### config.mk
export PLATFORM = sky130hd
export DESIGN_NAME = psg_lvl_tab
export DESIGN_NICKNAME = d
export VERILOG_FILES = /design/src/sv/psg_pkg.sv /design/src/sv/psg_lvl_tab.sv
export SDC_FILE = /design/constraint.sdc
export NUM_CORES = 2
export LEC_CHECK = 0
export BUFFER_PORTS_ARGS = -buffer_cell sky130_fd_sc_hd__buf_2
export CELL_PAD_IN_SITES_DETAIL_PLACEMENT = 0
export CELL_PAD_IN_SITES_GLOBAL_PLACEMENT = 2
export CORE_AREA = 3 3 442 663
export DETAILED_ROUTE_END_ITERATION = 8
export DIE_AREA = 0 0 445 666
export GPL_TIMING_DRIVEN = 0
export PLACE_DENSITY_LB_ADDON = 0.1
export SYNTH_ARGS = -nofsm -noshare
export SYNTH_HDL_FRONTEND = slang
export SYNTH_SLANG_ARGS = --single-unit
### constraint.sdc
create_clock -name aclk -period 12.3 [get_ports aclk]
set_input_delay 0 -clock aclk [delete_from_list [all_inputs] [get_ports aclk]]
set_output_delay 0 -clock aclk [all_outputs]
set_load 0.02 [all_outputs]
### src/sv/psg_pkg.sv
// Shared types, register codes and constant tables for the sound generator.
package psg_pkg;

    // Item kinds carried on the input side
    localparam logic [1:0] OP_SELECT = 2'd0;
    localparam logic [1:0] OP_WRITE  = 2'd1;
    localparam logic [1:0] OP_TICK   = 2'd2;

    // Configuration register indexes
    localparam logic [1:0] CFG_SOUND_ENABLE  = 2'd0;
    localparam logic [1:0] CFG_CHIP_TYPE     = 2'd1;
    localparam logic [1:0] CFG_STEREO_MODE   = 2'd2;
    localparam logic [1:0] CFG_MASTER_VOLUME = 2'd3;

    // Chip register numbers
    localparam logic [3:0] REG_NOISE      = 4'd6;
    localparam logic [3:0] REG_MIXER      = 4'd7;
    localparam logic [3:0] REG_VOL_A      = 4'd8;
    localparam logic [3:0] REG_ENV_FINE   = 4'd11;
    localparam logic [3:0] REG_ENV_COARSE = 4'd12;
    localparam logic [3:0] REG_SHAPE      = 4'd13;

    // Envelope direction codes
    localparam logic [1:0] ENV_HOLD = 2'd0;
    localparam logic [1:0] ENV_UP   = 2'd1;
    localparam logic [1:0] ENV_DOWN = 2'd2;

    // End-of-cycle behavior per shape, one bit per shape number
    localparam logic [15:0] SHAPES_HOLD_LOW = 16'h82FF;
    localparam logic [15:0] SHAPES_WRAP     = 16'h1100;
    localparam logic [15:0] SHAPES_ALT      = 16'h4400;

    // Level scaling: 65535 * 300
    localparam logic [24:0] LVL_DIV = 25'd19660500;

    // Reciprocal of the level scale, floor(2^39 / LVL_DIV)
    localparam logic [14:0] LVL_RECIP = 15'd27962;

    localparam logic [7:0] REG_MASK [16] = '{
        8'hFF, 8'h0F, 8'hFF, 8'h0F, 8'hFF, 8'h0F, 8'h1F, 8'hFF,
        8'h1F, 8'h1F, 8'h1F, 8'hFF, 8'hFF, 8'h0F, 8'hFF, 8'hFF
    };

    // Volume curves: AY in the first half, YM in the second
    localparam logic [15:0] CURVE [64] = '{
        16'h0000, 16'h0000, 16'h0340, 16'h0340, 16'h04C0, 16'h04C0, 16'h06F2, 16'h06F2,
        16'h0A44, 16'h0A44, 16'h0F13, 16'h0F13, 16'h1510, 16'h1510, 16'h227E, 16'h227E,
        16'h289F, 16'h289F, 16'h414E, 16'h414E, 16'h5B21, 16'h5B21, 16'h7258, 16'h7258,
        16'h905E, 16'h905E, 16'hB550, 16'hB550, 16'hD7A0, 16'hD7A0, 16'hFFFF, 16'hFFFF,
        16'h0000, 16'h0000, 16'h00EF, 16'h01D0, 16'h0290, 16'h032A, 16'h03EE, 16'h04D2,
        16'h0611, 16'h0782, 16'h0912, 16'h0A36, 16'h0C31, 16'h0EB6, 16'h1130, 16'h13A0,
        16'h1751, 16'h1BF5, 16'h20E2, 16'h2594, 16'h2CA1, 16'h357F, 16'h3E45, 16'h475E,
        16'h5502, 16'h6620, 16'h7730, 16'h8844, 16'hA1D2, 16'hC102, 16'hE0A2, 16'hFFFF
    };

    // Panning weights, six columns per stereo mode
    localparam logic [6:0] PAN [42] = '{
        7'd58,  7'd58,  7'd58,  7'd58,  7'd58,  7'd58,
        7'd100, 7'd10,  7'd66,  7'd66,  7'd10,  7'd100,
        7'd100, 7'd10,  7'd10,  7'd100, 7'd66,  7'd66,
        7'd66,  7'd66,  7'd100, 7'd10,  7'd10,  7'd100,
        7'd10,  7'd100, 7'd100, 7'd10,  7'd66,  7'd66,
        7'd66,  7'd66,  7'd10,  7'd100, 7'd100, 7'd10,
        7'd10,  7'd100, 7'd66,  7'd66,  7'd100, 7'd10
    };

    // Settings the level table is built from
    typedef struct packed {
        logic       chip;
        logic [2:0] mode;
        logic [4:0] master;
    } psg_tab_cfg_t;

    // Level table read request: one level index per channel
    typedef struct packed {
        logic           en;
        logic [2:0][4:0] idx;
    } psg_rd_t;

endpackage

### src/sv/psg_lvl_tab.sv
// Level table: sequential builder with reciprocal divide and six column memories.
module psg_lvl_tab (
    input  logic                 aclk,
    input  logic                 aresetn,
    input  psg_pkg::psg_tab_cfg_t cfg,
    input  logic                 start,
    input  psg_pkg::psg_rd_t     rd,
    output logic                 busy,
    output logic [14:0]          rd_data [6]
);
    import psg_pkg::*;

    typedef enum logic [6:0] {
        ST_IDLE  = 7'b0000001,
        ST_VOL   = 7'b0000010,
        ST_PAN   = 7'b0000100,
        ST_CURVE = 7'b0001000,
        ST_EST   = 7'b0010000,
        ST_REM   = 7'b0100000,
        ST_WRITE = 7'b1000000
    } bld_state_t;

    bld_state_t  state_reg, state_next;
    logic [2:0]  col_reg, col_next;
    logic [4:0]  lvl_reg, lvl_next;
    logic [16:0] vol_reg, vol_next;
    logic [22:0] vp_reg, vp_next;
    logic [38:0] prod_reg, prod_next;
    logic [38:0] back_prod;
    logic [25:0] rem_reg, rem_next;
    logic [14:0] q_reg, q_next;
    logic [14:0] q_fix;
    logic [2:0]  mode_eff;
    logic [5:0]  pan_idx;

    // Stereo mode 7 falls back to mono
    assign mode_eff = (cfg.mode == 3'd7) ? 3'd0 : cfg.mode;
    assign pan_idx  = {1'b0, mode_eff, 2'b00} + {2'b00, mode_eff, 1'b0} + {3'b000, col_reg};
    assign busy     = (state_reg != ST_IDLE);

    // Remainder of the estimate; one more step when it reaches the divisor
    assign back_prod = 39'(q_reg) * 39'(LVL_DIV);
    assign q_fix     = q_reg + 15'(rem_reg >= {1'b0, LVL_DIV});

    // Build sequencer: a volume step, then one entry per pass of pan, curve, estimate, remainder and write
    always_comb begin
        state_next = state_reg;
        col_next   = col_reg;
        lvl_next   = lvl_reg;
        vol_next   = vol_reg;
        vp_next    = vp_reg;
        prod_next  = prod_reg;
        rem_next   = rem_reg;
        q_next     = q_reg;
        case (state_reg)
            ST_VOL: begin
                vol_next   = {12'd0, cfg.master} * 17'd2184 + 17'd7;
                state_next = ST_PAN;
            end
            ST_PAN: begin
                vp_next    = 23'(vol_reg) * 23'(PAN[pan_idx]);
                state_next = ST_CURVE;
            end
            ST_CURVE: begin
                prod_next  = 39'(vp_reg) * 39'(CURVE[{cfg.chip, lvl_reg}]);
                state_next = ST_EST;
            end
            ST_EST: begin
                // Quotient estimate from the top bits, low by at most one
                q_next     = 15'((40'(prod_reg[38:14]) * 40'(LVL_RECIP)) >> 25);
                state_next = ST_REM;
            end
            ST_REM: begin
                rem_next   = 26'(prod_reg - back_prod);
                state_next = ST_WRITE;
            end
            ST_WRITE: begin
                state_next = ST_PAN;
                if (lvl_reg == 5'd31) begin
                    lvl_next = '0;
                    if (col_reg == 3'd5) begin
                        state_next = ST_IDLE;
                    end else begin
                        col_next = col_reg + 3'd1;
                    end
                end else begin
                    lvl_next = lvl_reg + 5'd1;
                end
            end
            default: ;
        endcase
        // Any settings change restarts the whole build
        if (start) begin
            state_next = ST_VOL;
            col_next   = '0;
            lvl_next   = '0;
        end
    end

    always_ff @(posedge aclk) begin
        if (!aresetn) begin
            state_reg <= ST_VOL;
            col_reg   <= '0;
            lvl_reg   <= '0;
        end else begin
            state_reg <= state_next;
            col_reg   <= col_next;
            lvl_reg   <= lvl_next;
        end
        vol_reg  <= vol_next;
        vp_reg   <= vp_next;
        prod_reg <= prod_next;
        rem_reg  <= rem_next;
        q_reg    <= q_next;
    end

    // One memory per column; columns 2i and 2i+1 belong to channel i
    for (genvar g = 0; g < 6; g++) begin : g_col
        logic [14:0] mem [32];
        logic [14:0] rdat_reg;

        always_ff @(posedge aclk) begin
            if (state_reg == ST_WRITE && col_reg == 3'(g)) begin
                mem[lvl_reg] <= q_fix;
            end
            if (rd.en) begin
                rdat_reg <= mem[rd.idx[g/2]];
            end
        end

        assign rd_data[g] = rdat_reg;
    end

endmodule

# After elaboration in Yosys (flattened, before gate mapping)
# Memories as Yosys holds them, arrays and structs flattened. A register that Yosys moved wholly into a read port is not among the register bits.
# Cells that the tools add are included.
classes:
  n_lt_le_gt_ge: 3
  bitwise: 4
  mux: 21
  mul: 5
  n_eq_ne: 14
  add_sub_neg: 7
  n_reduce_logical: 10
ops:
  columns: ["operator", "n"]
  rows:
  - ["7-bit one-hot mux with 6 select lines", 1]
  - ["23-bit by 16-bit multiplier with 39-bit output", 1]
  - ["25-bit by 14-bit multiplier with 39-bit output, second input constant", 1]
  - ["16-bit two-way mux", 2]
  - ["26-bit by 25-bit greater-or-equal comparator with 1-bit output, second input constant", 1]
  - ["26-bit subtractor", 1]
  - ["15-bit by 23-bit multiplier with 24-bit output, second input constant", 1]
  - ["17-bit by 7-bit multiplier with 23-bit output", 1]
  - ["17-bit by 3-bit adder with 17-bit output, second input constant", 1]
  - ["15-bit by 1-bit adder with 15-bit output", 1]
  - ["7-bit greater-or-equal comparator, second input constant", 2]
  - ["5-bit by 9-bit multiplier with 14-bit output, second input constant", 1]
  - ["7-bit two-way mux", 2]
  - ["6-bit NOT with 7-bit output", 2]
  - ["1-bit two-way mux", 12]
  - ["3-bit equality test, second input constant", 3]
  - ["3-bit two-way mux", 3]
  - ["7-bit by 2-bit equality test with 1-bit output, second input constant", 1]
  - ["7-bit by 3-bit equality test with 1-bit output, second input constant", 1]
  - ["7-bit by 4-bit equality test with 1-bit output, second input constant", 1]
  - ["7-bit by 5-bit equality test with 1-bit output, second input constant", 1]
  - ["7-bit by 6-bit equality test with 1-bit output, second input constant", 1]
  - ["7-bit equality test, second input constant", 1]
  - ["7-bit by 1-bit inequality test with 1-bit output, second input constant", 1]
  - ["14 further kinds", 21]
word_totals:
  ram_bits: 2880
  output_inout_bits: 91
  ff_bits: 135
  inputBits: 28
  n_memories: 8
  romBits: 1472
  word_cells: 80
mem_list:
  columns: ["name", "depth", "width", "rd", "rd_clocked_by_memory_dff", "write_ports", "line", "text"]
  rows:
  - ["(no name shown)", 64, 16, 1, 0, 0, "psg_lvl_tab.sv:65", "prod_next = 39'(vp_reg) * 39'(CURVE[{cfg.chip, lvl_reg}]);"]
  - ["g_col[0].mem", 32, 15, 1, 1, 1, "psg_lvl_tab.sv:119", "logic [14:0] mem [32];"]
  - ["g_col[1].mem", 32, 15, 1, 1, 1, "psg_lvl_tab.sv:119", null]
  - ["g_col[2].mem", 32, 15, 1, 1, 1, "psg_lvl_tab.sv:119", null]
  - ["g_col[3].mem", 32, 15, 1, 1, 1, "psg_lvl_tab.sv:119", null]
  - ["g_col[4].mem", 32, 15, 1, 1, 1, "psg_lvl_tab.sv:119", null]
  - ["+2 memories", null, null, null, null, null, null, null]

# Longest topological paths before layout
depth:
  word_depth: 9
  mapped_depth: 34
  mapped_depth_nobuf: 32

# Least setup slack after synthesis
# Ideal clock, no wire load.
synth_timing:
  path_type: "register to register"
  startpoint: "reg rem_reg[20]"
  endpoint: "mem g_col[0].mem[0][14], data pin"
  synth_period_minus_slack_ps: 8928
  arrival_ps: 7640
  path_stages_with_launch: 11
  path_buffers: 0
  required_ps: 11012
  path_slack_ps: 3372
  setup_time_ps: 1288
  cell_sequence: "edfxtp_1 -> nand4b_1 -> or4_1 -> o21ai_0 -> ha_1 -> ha_1 -> and3_1 -> nand3_1 -> nor2_1 -> nand3_1 -> xnor2_1"
synth_between:
  elab_chain_len: 2
synth_rtl:
  columns: ["element", "line", "text"]
  rows:
  - ["from (decl)", "psg_lvl_tab.sv:30", "logic [25:0] rem_reg, rem_next;"]
  - ["from (signal assigned)", "psg_lvl_tab.sv:113", "rem_reg <= rem_next;"]
  - ["26-bit by 25-bit greater-or-equal comparator with 1-bit output", "psg_lvl_tab.sv:43", "assign q_fix = q_reg + 15'(rem_reg >= {1'b0, LVL_DIV});"]
  - ["15-bit by 1-bit adder with 15-bit output", "psg_lvl_tab.sv:43", null]
  - ["via q_fix[14]", "psg_lvl_tab.sv:32", "logic [14:0] q_fix;"]
  - ["to (decl)", "psg_lvl_tab.sv:119", null]
# The timed path passes the listed nets, and every way through them passes these cells.

# Worst setup path in the final report
layout_timing:
  startpoint: "reg lvl_reg[2]"
  endpoint: "reg prod_reg[37], data pin"
layout_between:
  elab_chain_len: 5
layout_rtl:
  columns: ["element", "line", "text"]
  rows:
  - ["from (decl)", "psg_lvl_tab.sv:25", "logic [4:0] lvl_reg, lvl_next;"]
  - ["from (signal assigned)", "psg_lvl_tab.sv:108", "lvl_reg <= lvl_next;"]
  - ["6-bit NOT with 7-bit output (implied by the code)", "psg_lvl_tab.sv:65", null]
  - ["memory read 64 x 16 bit", null, null]
  - ["16-bit two-way mux (implied by the code) (2 in a row)", "psg_lvl_tab.sv:65", null]
  - ["23-bit by 16-bit multiplier with 39-bit output", "psg_lvl_tab.sv:65", null]
  - ["to (signal assigned)", "psg_lvl_tab.sv:112", "prod_reg <= prod_next;"]
  - ["to (decl)", "psg_lvl_tab.sv:28", "logic [38:0] prod_reg, prod_next;"]
# Every way passes these cells. The select of a mux whose other input is x is not followed.
# A chain may end at the register's enable or synchronous reset.

==> impl_metrics.env <==
export IMPL_run_status="finished, violations left"
export IMPL_violations="max-capacitance violations, max-slew violations"
export IMPL_drt_met1_wl_um=129000
export IMPL_fp_coreArea_mm2=0.287
export IMPL_clock_transition_time_at_the_flip_flop_clock_pins_of_the_worst_setup_and_hold_paths_ps=60
export IMPL_tritoncts_num_buffers=298
export IMPL_worst_ep_arrival_time_ps=10750
export IMPL_cts_hold_buffers_added=16
export IMPL_timing_setup_tns_ps=0
export IMPL_design_die_area_mm2=0.296
export IMPL_worst_ir_drop_vdd_mv=0.132
export IMPL_reg2reg_setup_slack_ps=2100
export IMPL_gpl_final_weighted_congestion=0.877
export IMPL_cpLargestDelayFamily="adder cells"
export IMPL_cts_num_sinks=3095
export IMPL_total_leakage_power_nw=56.0
export IMPL_placement_rows=241
export IMPL_synth_simple_area_share_pct=3.08
export IMPL_route_met3_wl_um=14800
export IMPL_postSynth_asyncResetShare_pct=0
export IMPL_clkLatencyLatePin_ps=880
export IMPL_dr_pass1_iters=5
export IMPL_globalRouteTotalUtil_pct=24.5
export IMPL_worst_path_largest_cell_delay_ps=1140
export IMPL_post_synth_most_frequent_cells="edfxtp_1 (3080), mux4_2 (901), inv_1 (693)"
export IMPL_root_buffer="clkbuf_16"
export IMPL_ios=119
export IMPL_fin_crit_sh_pct=82.9
export IMPL_synth_area_per_cell_um2=18.8
export IMPL_top_area_cell_type_share_of_the_netlist_area_pct=64.4
export IMPL_crit_path_frequent_cell="fa_1"
export IMPL_syn_to_final_growth_pct=13.1
export IMPL_total_power_w=0.0237
export IMPL_final_max_slew_violation_count=7
export IMPL_ctsLongestPathBuffers=4
export IMPL_max_freq_mhz=98.0
export IMPL_drt_iter0_markers=5477
export IMPL_max_slew_worst_pin_slew_ps=1560
export IMPL_post_cts_setup_buffer_count=0
export IMPL_grt_pass1_vias=76800
export IMPL_overflow=0
export IMPL_number_of_antenna_violations_at_the_first_check_in_global_routing=9
export IMPL_final_hold_viol_count=0
export IMPL_placement_cell_area_mm2=0.153
export IMPL_seq_area_frac_synth_pct=64.6
export IMPL_nNetsFinal=9352
export IMPL_yosysUniqueCellTypes=82
export IMPL_post_synth_mux_area_share_pct=14.9
export IMPL_finalSetupViolations=0
export IMPL_timing_critical_path_slowest_stage_cell="o21ai_0"
export IMPL_crit_path_start_kind="flip-flop"
export IMPL_synth_xor_area_share_pct=0.848
export IMPL_critPathCaptureType="flip-flop"
export IMPL_post_synth_instance_area_mm2=0.144
export IMPL_dp_hpwl_um=263000
export IMPL_remaining_drc_errors=0
export IMPL_yosysWarnings=0
export IMPL_cts_resized=0
export IMPL_routed_via_density=5.76
export IMPL_clock_tree_htree_level_count=5
export IMPL_worst_endpoint_required_ps=12850
export IMPL_drt_antenna_violating_nets=0
export IMPL_timing_critical_path_buf_inv=7
export IMPL_cts_tree="built"
export IMPL_post_synth_top_count_cell="edfxtp_1"
export IMPL_top_layer_used="met5"
export IMPL_dr_total_vias=70700
export IMPL_met2WireLength_um=200000
export IMPL_critPathKind="reg -> reg"
export IMPL_timing_final_crit_period_ps=10200
export IMPL_synth_top_family_by_area="multiplexers"
export IMPL_die_height_um=666
export IMPL_p_per_area_mw_per_mm2=146
export IMPL_grt_start_max_net_pins=94
export IMPL_count_of_flip_flops_with_a_built_in_enable_after_synthesis=3080
export IMPL_timing_critical_path_fanout_max=13
export IMPL_synth_nets=8701
export IMPL_finalClockSkew_ps=91.1
export IMPL_grt_setup_unrepaired="no"
export IMPL_wl_per_cell_um=29.1
export IMPL_drt_wl_total_um=358000
export IMPL_fp_dieW_um=445
export IMPL_post_synth_inst_count=7640
export IMPL_timing_max_slew_rel_slack_pct=-3.92
export IMPL_yosys_register_bits=3095
export IMPL_synth_flop_cell="edfxtp_1"
export IMPL_synthTopCellsByArea="edfxtp_1 (64%), mux4_2 (14%), fa_1 (8.2%)"
export IMPL_drv_cap=2
export IMPL_yosys_top_cell_by_area="edfxtp_1"
export IMPL_place_port_buffers=103
export IMPL_drive_gt1_share_pct=23.7
export IMPL_yosys_area_share_adder_pct=12.1
export IMPL_largest_register_ffs=2880
export IMPL_class_of_the_tightest_hold_or_removal_check="in -> reg"
export IMPL_synth_compound_area_share_pct=1.73
export IMPL_grt_first_pass_wirelength_um=526000
export IMPL_final_cell_area_mm2=0.162
export IMPL_floorplan_initialDensity_pct=50.0
## stage by stage
| stage | utilization (%) | hold WS, ps | instances | setup WS (ps) |
|---|---|---|---|---|
| final | 56.5 | 80.5 | 12300 | 2100 |
| after global routing | 56.5 | 62.6 | 12300 | 1720 |
| after CTS | 56.5 | 4.57 | 12300 | 2120 |
| after detailed placement | 53.2 | 221 | 11700 | 2160 |
| after global placement | 51.8 | 214 | 11500 | -5220 |
| after floorplan | - | 98.9 | 7640 | 3370 |
## report_power, final
group	leakage, nW	internal [W]	switching (W)
registers	27.9	0.0116	0.0000525
clock network	4.50	0.00501	0.00383
logic	23.6	0.00142	0.00181
## layer usage
layer  GRT usage [%]  up-vias
met5               0        -
met4            9.05        6
met3            3.19      523
met2            46.1     1759
met1            28.5    37800
li1                -    30600
## path summary, 6_finish.rpt
path,start,to,cells after the start
setup / recovery,lvl_reg[2]$_SDFFE_PP0P_,prod_reg[37]$_DFFE_PP_,30
hold reg to reg,state_reg[5]$_SDFFE_PP0P_,state_reg[5]$_SDFFE_PP0P_,2
setup reg to reg,lvl_reg[2]$_SDFFE_PP0P_,prod_reg[37]$_DFFE_PP_,30
hold / removal,cfg[4],vol_reg[15]$_DFFE_PP_,3
## placed cells by master, fill, tap and decap left out, drive strengths merged, types with 91 or more instances in the layout
cell / Yosys / final
edfxtp: 3080 / 3080
ha: 446 / 446
mux2: 91 / 91
fa: 587 / 587
and2: 174 / 174
nor2: 293 / 293
xnor2: 97 / 97
buf: 82 / 417
clkinv: 2 / 115
clkbuf: 246 / 600
inv: 693 / 709
a21oi: 124 / 124
mux4: 901 / 901
nand2: 356 / 356
## tightest hold or removal path, delay by kind of cell
| kind | cells | cell delay [ps] |
|---|---|---|
| buffers and inverters | 2 | 670 |
| xor gates and xnor gates | 1 | 130 |
## cell families (layout without fill, tap and decap cells)
kind of cell,after synthesis,in the layout
flops,3095,3095
xor+xnor,139,139
compound gates,381,381
simple gates,971,971
fa+ha+maj,1034,1034
other cells,0,6
buf+inv,1023,1889
mux,997,997
## layout make-up
class,instances,area [um^2]
clock buffer,354,7710
multi-input combinational,3522,47500
sequential,3095,92800
fill,21800,125000
antenna,6,15.0
inverter,695,2610
clock inverter,161,1510
buffer,328,1320
timing repair buffer,351,4230
tap,3766,4710
Note: power is estimated with default switching activity, not from simulation.
